[src/design/ptls_pkg.sv]
// ----------------------------------------------------------------------------
// ptls_pkg: shared types and constants of the process table scheduler
// Record layout, operation and outcome codes, controller/datapath bundles.
// ----------------------------------------------------------------------------
package ptls_pkg;

	localparam int SLOTS   = 64;
	localparam int SLOT_W  = 6;
	localparam int PTR_W   = SLOT_W + 1;
	localparam int ID_W    = 31;
	localparam int CHAN_W  = 15;
	localparam int SCHAN_W = 16;
	localparam int CODE_W  = 32;
	localparam int FUNC_W  = 3;
	localparam int OC_W    = 3;
	localparam int ST_W    = 3;

	localparam logic [PTR_W-1:0] NO_SLOT = PTR_W'(SLOTS);
	localparam logic [ID_W-1:0]  ID_MAX  = {ID_W{1'b1}};

	// operation codes
	localparam logic [FUNC_W-1:0] F_CREATE = 3'd0;
	localparam logic [FUNC_W-1:0] F_SCHED  = 3'd1;
	localparam logic [FUNC_W-1:0] F_YIELD  = 3'd2;
	localparam logic [FUNC_W-1:0] F_SLEEP  = 3'd3;
	localparam logic [FUNC_W-1:0] F_WAKE   = 3'd4;
	localparam logic [FUNC_W-1:0] F_KILL   = 3'd5;
	localparam logic [FUNC_W-1:0] F_EXIT   = 3'd6;
	localparam logic [FUNC_W-1:0] F_WAIT   = 3'd7;

	// outcome codes
	localparam logic [OC_W-1:0] OC_OK      = 3'd0;
	localparam logic [OC_W-1:0] OC_FULL    = 3'd1;
	localparam logic [OC_W-1:0] OC_NO_ID   = 3'd2;
	localparam logic [OC_W-1:0] OC_NO_KIDS = 3'd3;
	localparam logic [OC_W-1:0] OC_BLOCKED = 3'd4;
	localparam logic [OC_W-1:0] OC_NONE_RN = 3'd5;
	localparam logic [OC_W-1:0] OC_INIT_EX = 3'd6;
	localparam logic [OC_W-1:0] OC_NO_CUR  = 3'd7;

	// slot lifecycle states
	localparam logic [ST_W-1:0] ST_UNUSED   = 3'd0;
	localparam logic [ST_W-1:0] ST_SLEEPING = 3'd2;
	localparam logic [ST_W-1:0] ST_RUNNABLE = 3'd3;
	localparam logic [ST_W-1:0] ST_RUNNING  = 3'd4;
	localparam logic [ST_W-1:0] ST_ZOMBIE   = 3'd5;

	// evaluation phases driven by the controller
	localparam logic [1:0] EV_NONE = 2'd0;
	localparam logic [1:0] EV_PRE  = 2'd1;
	localparam logic [1:0] EV_SCAN = 2'd2;
	localparam logic [1:0] EV_POST = 2'd3;

	typedef struct packed {
		logic [ST_W-1:0]    state;
		logic [ID_W-1:0]    id;
		logic [PTR_W-1:0]   parent;
		logic [SCHAN_W-1:0] chan;
		logic               killed;
		logic [CODE_W-1:0]  code;
	} rec_t;

	localparam rec_t REC_RESET = '{
		state: ST_UNUSED, id: '0, parent: NO_SLOT, chan: '0, killed: 1'b0, code: '0
	};

	typedef struct packed {
		logic              load;
		logic              decide;
		logic              finish;
		logic              rd_en;
		logic [SLOT_W-1:0] rd_addr;
		logic [1:0]        ev;
		logic [SLOT_W-1:0] ev_slot;
	} cmd_t;

	typedef struct packed {
		logic              early;
		logic              pre;
		logic              scan;
		logic              post;
		logic              hit;
		logic              post_after;
		logic [SLOT_W-1:0] scan_base;
		logic [SLOT_W-1:0] pre_addr;
		logic [SLOT_W-1:0] post_addr;
	} stat_t;

	// channel a slot sleeps on while waiting for a child
	function automatic logic [SCHAN_W-1:0] wait_chan(input logic [SLOT_W-1:0] s);
		wait_chan = {1'b1, {(SCHAN_W-1-SLOT_W){1'b0}}, s};
	endfunction

endpackage

[src/design/ptls_ctrl.sv]
// ----------------------------------------------------------------------------
// ptls_ctrl: scheduler controller
// Sequences each operation: decide, optional caller read, optional table
// sweep one slot per cycle, optional single-slot update, then result strobe.
// ----------------------------------------------------------------------------
module ptls_ctrl
	import ptls_pkg::*;
(
	input  logic  clk,
	input  logic  arst_n,
	input  logic  start,
	input  stat_t st,
	output cmd_t  cmd,
	output logic  busy,
	output logic  done
);

	localparam logic [3:0] S_IDLE    = 4'd0;
	localparam logic [3:0] S_DECIDE  = 4'd1;
	localparam logic [3:0] S_PRE_RD  = 4'd2;
	localparam logic [3:0] S_PRE_EV  = 4'd3;
	localparam logic [3:0] S_SCAN    = 4'd4;
	localparam logic [3:0] S_AFTER   = 4'd5;
	localparam logic [3:0] S_POST_RD = 4'd6;
	localparam logic [3:0] S_POST_EV = 4'd7;
	localparam logic [3:0] S_DONE    = 4'd8;

	logic [3:0]        state_q, state_d;
	logic [PTR_W-1:0]  cnt_q;
	logic              ev_s1, ev_last_s1, issue, stop;
	logic [SLOT_W-1:0] ev_slot_s1;

	assign issue = (state_q == S_SCAN) && (cnt_q < PTR_W'(SLOTS));
	assign stop  = (state_q == S_SCAN) && ev_s1 && (st.hit || ev_last_s1);

	// next state and commands
	always_comb begin
		state_d     = state_q;
		cmd         = '0;
		cmd.ev      = EV_NONE;
		cmd.ev_slot = ev_slot_s1;
		unique case (state_q)
			S_IDLE: begin
				if (start) begin
					cmd.load = 1'b1;
					state_d  = S_DECIDE;
				end
			end
			S_DECIDE: begin
				cmd.decide = 1'b1;
				if (st.early)     state_d = S_DONE;
				else if (st.pre)  state_d = S_PRE_RD;
				else if (st.scan) state_d = S_SCAN;
				else if (st.post) state_d = S_POST_RD;
				else              state_d = S_DONE;
			end
			S_PRE_RD: begin
				cmd.rd_en   = 1'b1;
				cmd.rd_addr = st.pre_addr;
				state_d     = S_PRE_EV;
			end
			S_PRE_EV: begin
				cmd.ev  = EV_PRE;
				state_d = S_SCAN;
			end
			S_SCAN: begin
				cmd.rd_en   = issue;
				cmd.rd_addr = st.scan_base + cnt_q[SLOT_W-1:0];
				cmd.ev      = ev_s1 ? EV_SCAN : EV_NONE;
				if (stop) begin
					state_d = S_AFTER;
				end
			end
			S_AFTER: state_d = st.post_after ? S_POST_RD : S_DONE;
			S_POST_RD: begin
				cmd.rd_en   = 1'b1;
				cmd.rd_addr = st.post_addr;
				state_d     = S_POST_EV;
			end
			S_POST_EV: begin
				cmd.ev  = EV_POST;
				state_d = S_DONE;
			end
			S_DONE: begin
				cmd.finish = 1'b1;
				state_d    = S_IDLE;
			end
			default: state_d = S_IDLE;
		endcase
	end

	// state, sweep counter and read pipeline
	always_ff @(posedge clk or negedge arst_n) begin
		if (!arst_n) begin
			state_q <= S_IDLE;
			cnt_q   <= '0;
			ev_s1   <= 1'b0;
		end else begin
			state_q <= state_d;
			ev_s1   <= issue && !stop;
			if (state_q != S_SCAN) begin
				cnt_q <= '0;
			end else if (issue) begin
				cnt_q <= cnt_q + PTR_W'(1);
			end
		end
	end

	always_ff @(posedge clk) begin
		ev_slot_s1 <= cmd.rd_addr;
		ev_last_s1 <= (cnt_q == PTR_W'(SLOTS - 1));
	end

	assign busy = (state_q != S_IDLE);
	assign done = (state_q == S_DONE);

	// a slot being written back is never read in the same cycle
	a_no_rmw_clash: assert property (@(posedge clk) disable iff (!arst_n)
		(ev_s1 && cmd.rd_en) |-> (cmd.rd_addr != ev_slot_s1))
		else $error("sweep read collides with write-back slot");

	// the sweep never reads past the table
	a_cnt_range: assert property (@(posedge clk) disable iff (!arst_n)
		cnt_q <= PTR_W'(SLOTS))
		else $error("sweep counter out of range");

	// one strobe per operation, then idle
	a_done_once: assert property (@(posedge clk) disable iff (!arst_n)
		done |=> !done && !busy)
		else $error("result strobe not followed by idle");

	// evaluation only follows an issued read in the sweep
	a_ev_after_rd: assert property (@(posedge clk) disable iff (!arst_n)
		ev_s1 |-> $past(issue))
		else $error("evaluation without a read");

endmodule

[config.mk]
export PLATFORM = sky130hd
export DESIGN_NAME = ptls_ctrl
export DESIGN_NICKNAME = d
export VERILOG_FILES = /design/src/design/ptls_pkg.sv /design/src/design/ptls_ctrl.sv
export SDC_FILE = /design/constraint.sdc
export NUM_CORES = 1
export LEC_CHECK = 0
export ABC_CLOCK_PERIOD_IN_PS = 1950
export BUFFER_PORTS_ARGS = -buffer_cell sky130_fd_sc_hd__buf_2
export CAP_MARGIN = 20
export CORE_MARGIN = 3
export CORE_UTILIZATION = 41
export DETAILED_ROUTE_END_ITERATION = 7
export PLACE_DENSITY = 0.74
export RECOVER_POWER = 25
export SETUP_SLACK_MARGIN = 0.05
export SYNTH_ARGS = -nofsm -noshare
export SYNTH_HDL_FRONTEND = slang
export SYNTH_SLANG_ARGS = --single-unit
[constraint.sdc]
create_clock -name clk -period 1.95 [get_ports clk]
set_input_delay 0.0975 -clock clk [delete_from_list [all_inputs] [get_ports clk]]
set_output_delay 0.0975 -clock clk [all_outputs]
set_load 0.02 [all_outputs]
* Yosys cells after proc, flatten, opt, wreduce, memory -nomap -nowiden
Index checks and enable logic that the tools add are counted.
** Storage, ports and cells
- Flip-flop bits (word level) :: 19
- Bits of input ports :: 27
- Output and inout bits :: 20
- Logic and storage cells :: 47
** Cells by class
- $add $sub $neg :: 2
- $lt $le $gt $ge :: 1
- Eq/ne operators :: 12
- Muxes and demuxes :: 17
- Reduce and logical (&&, ||, !) cells :: 10
** Operators by type and width (number)
- $pmux W4 S8 :: 1
- $mux W4 :: 7
- $pmux W7 S3 :: 1
- $eq A4 B3 Y1 const B :: 4
- $mux W7 :: 2
- $eq A4 B2 Y1 const B :: 2
- $add A7 B1 Y7 const B :: 1
- $eq A7 B6 Y1 const B :: 1
- $lt A7 B7 Y1 const B :: 1
- $add A6 B6 Y6 :: 1
- $pmux W2 S3 :: 1
- $eq A4 B1 Y1 const B :: 1
- $eq A4 B4 Y1 const B :: 1
- $logic_and A1 B1 Y1 :: 4
- $logic_not A4 Y1 :: 1
- $mux W1 :: 4
- $ne A2 B2 Y1 const B :: 2
- $ne A4 B3 Y1 const B :: 1
- $reduce_bool A4 Y1 :: 1
- $mux W2 :: 1
- $reduce_and A2 Y1 :: 1
- $reduce_bool A2 Y1 :: 1
- $logic_not A1 Y1 :: 1
- $logic_or A1 B1 Y1 :: 1

* Longest topological paths before layout
- Depth in word-level cells :: 5
- Gate-level depth with buffers :: 6
- Gate-level depth less buffers :: 6

* Least setup slack after synthesis
No wires, ideal clock.
- Path type :: flip-flop to flip-flop
- Start point :: reg cnt_q[0]
- End point :: reg ev_slot_s1[4]
- Library setup time :: 165 ps
- Arrival :: 1781 ps
- Required time :: 1785 ps
- Path slack :: 4 ps
- Stages on the path, launching flop included :: 7
- Buffers on the path :: 0
- Period minus slack after synthesis :: 1946 ps
- Path through :: dfrtp_1 ha_1 fa_1 a21o_1 a21oi_1 xor2_1 o22ai_1
** RTL lines
- start, declared :: line ptls_ctrl.sv:29 : logic [PTR_W-1:0] cnt_q;
- start signal, assigned :: line ptls_ctrl.sv:104 : cnt_q <= cnt_q + PTR_W'(1);
- end signal, assigned :: line ptls_ctrl.sv:110 : ev_slot_s1 <= cmd.rd_addr;
- end, declared :: line ptls_ctrl.sv:31 : logic [SLOT_W-1:0] ev_slot_s1;

==> results.sh <==
export IMPL_seq_power_share_pct=29.6
export IMPL_synthFlopType="dfrtp_1"
export IMPL_cts_buffers=3
export IMPL_place_congestion=0.8892
export IMPL_hold_viol_final=0
export IMPL_cts_clk_slew_worst_paths_ns=0.11
export IMPL_core_rowCount=18
export IMPL_power_density_nw_per_um2=1306
export IMPL_synth_common_cells="nor2_1, dfrtp_1, nand2_1, a21oi_1, dfxtp_1"
export IMPL_fmax_mhz=470.3
export IMPL_async_flop_share_pct=63.16
export IMPL_setup_viol=2
export IMPL_synth_most_common_cell="nor2_1"
export IMPL_worstPathRequired_ns=1.85
export IMPL_run_status="finished, violations left"
export IMPL_viasPerCell=5.389
export IMPL_antenna_found_initial=0
export IMPL_p_leak_uw=0.0007567
export IMPL_fillers=229
export IMPL_yosysTopAreaCell="dfrtp_1"
export IMPL_p_switching_uw=918.7
export IMPL_grt_pass1_wl_um=4747
export IMPL_core_area_um2=2545
export IMPL_fin_skew_ns=0.004856
export IMPL_track_usage_pct=18.02
export IMPL_ir_drop_mv=0.9173
export IMPL_numClockSinks=19
export IMPL_switching_share_pct=46.04
export IMPL_ys_seq_elements=19
export IMPL_slowest_stage="dfrtp_1"
export IMPL_port_buffers=46
export IMPL_die_area_um2=3432
export IMPL_start_kind="flip-flop"
export IMPL_syn_inst=123
export IMPL_slowest_delay_ns=0.40
export IMPL_cp_num_buf_inv=1
export IMPL_drtIter0Drc=39
export IMPL_pre_cts_ws_ns=0.01120
export IMPL_combPwrFrac_pct=60.3
export IMPL_drv_cap=0
export IMPL_hold_path_class="input pin to flip-flop"
export IMPL_syn_nets=157
export IMPL_slew_headroom_pct=55.05
export IMPL_syn_avg_cell_area_um2=9.216
export IMPL_seq_area_frac_synth_pct=38.85
export IMPL_worst_pin_slew_ns=0.6743
export IMPL_synth_edf_count=0
export IMPL_worstPathArrival_ns=2.03
export IMPL_ios=47
export IMPL_drv_slew=0
export IMPL_syn2layout_area_growth_pct=34.77
export IMPL_p_int_uw=1077
export IMPL_worst_slack_ns=-0.1761
export IMPL_routed_wl_um=2920
export IMPL_nets=213
export IMPL_power_frac_clock_pct=10.1
export IMPL_dr_pass1_iters=4
export IMPL_die_w_um=58.58
export IMPL_yosys_warnings=0
export IMPL_cp_cell_sequence="ha_2 > fa_2 > a21o_1 > a21oi_2 > xor2_1 > o22ai_2 > buf_6"
export IMPL_clock_path_buffers=2
export IMPL_rsz0062_at_grt="yes"
export IMPL_num_vias=1121
export IMPL_die_h_um=58.58
export IMPL_critPathKind="flip-flop to output pin"
export IMPL_crit_fanout=2
export IMPL_drive_above_1_share_pct=39.33
export IMPL_tns_ns=-0.1894
export IMPL_cts_root_buf="clkbuf_4"
export IMPL_ant_nets=0
export IMPL_violations="setup timing"
export IMPL_synth_top_area_share_pct=26.49
export IMPL_drc_errors=0
export IMPL_worstSetupEndpointType="output pin"
export IMPL_fin_crit_sh_pct=109.0
export IMPL_start_util_pct=44.54
export IMPL_synth_cell_types=37
export IMPL_synth_area_um2=1134
export IMPL_dp_hpwl_um=2229
export IMPL_first_global_vias=1086
export IMPL_tritoncts="built"
export IMPL_post_route_min_period_ns=2.126
export IMPL_wl_per_cell_um=14.04
export IMPL_yosys_top_cells_area="dfrtp_1, dfxtp_1, ha_1"
export IMPL_h_tree_depth=1
export IMPL_crit_family="adder cells"
export IMPL_clock_latency_ns=0.30
export IMPL_grt_overflow=0
export IMPL_grt_max_degree=14
export IMPL_diodes=0
## power groups by stage
stage                     sequential, µW  combinational (µW)  clock, µW
final                                590                1200        202
after CTS                            588                1160        206
after global placement               590                1100          0
after floorplan                      642                 734          0
after global routing                 608                1320        225
after detailed placement             595                1130          0
## kinds of logic after synthesis
| group | share of synthesized area (%) |
|---|---|
| buffers and inverters | 4.746 |
| and+or+nand+nor | 20.86 |
| AOI/OAI and AO/OA | 16.45 |
| DFF | 38.85 |
| adders and majority gates | 8.388 |
| muxes | 4.525 |
| xor gates and xnor gates | 6.181 |
## cells in the final DEF, fill, tap and decap left out, types with 4 or more instances in the layout
cell,count
buf_2,41
nor2_1,13
nand2_1,12
buf_4,12
dfrtp_1,9
a21oi_1,8
dfxtp_1,7
xor2_1,6
mux2i_1,4
a21o_1,4
nand4_1,4
ha_1,4
## sequential cells by signal, summed over array words and instances, names as in the netlist
signal and cells:
ev_last_s1 1, state_q 4, cnt_q 7, ev_s1 1
ev_slot_s1 6
## area by class of cell
type / count / area [µm²] / share of cell area [%]
flip-flops and latches: 19 / 444.2 / 29.07
inverters: 3 / 11.26 / 0.7371
well taps: 30 / 37.54 / 2.457
clock buffers: 4 / 26.28 / 1.720
repair buffers: 57 / 330.3 / 21.62
multi-input cells: 95 / 678.2 / 44.39
## per-stage QoR
step                      instances  instance area, µm²  total power, µW  utilization [%]  hold WS, ns
after global routing            208                1528             2152            60.03      0.03044
after floorplan                 123                1140             1376                -      -0.1981
after detailed placement        198                1403             1721            55.11    -0.007689
after CTS                       203                1478             1958            58.06     0.005579
final                           208                1528             1995            60.03      0.03311
after global placement          198                1403             1689            55.11     -0.01160
## worst reg2reg max path, stage by stage, from the launching register on
cell     delay (ns)
dfrtp_1        0.40
ha_2           0.19
fa_2           0.35
a21o_1         0.18
a21oi_2        0.13
xor2_1         0.21
o22ai_2        0.12
buf_4          0.15
## metal layers
layer / part of all wire (%) / GRT usage (%)
met1: 39 / 20.38
met2: 53 / 30.62
met3: 5.6 / 6.140
met4: 2.3 / 8.091
met5: 0 / 0
## path summary, 6_finish.rpt
path                                      startpoint                     end  slack, ns  cells after the start
min in group asynchronous                     arst_n  state_q[3]$_DFFE_PN0P_       0.33                      2
worst max register to register  cnt_q[0]$_DFFE_PN0P_   ev_slot_s1[4]$_DFF_P_       0.13                      7
worst min register to register    ev_last_s1$_DFF_P_         ev_s1$_DFF_PN0_       0.55                      2
max in group asynchronous                     arst_n    cnt_q[1]$_DFFE_PN0P_       1.14                      2
worst min-delay path                           st[0]   ev_slot_s1[0]$_DFF_P_       0.03                      3
worst max-delay path            cnt_q[0]$_DFFE_PN0P_                 cmd[12]      -0.18                      7
## timing repair
item / CTS / global route
endpoints found under the hold margin: 12 / 1
pin swaps: 2 / 6
hold buffers: 1 / 1
gates resized for setup: 10 / 4
buffers inserted: 0 / 4
endpoints found under the setup margin: 4 / 5
No activity file was read; power rests on OpenSTA's default activity.
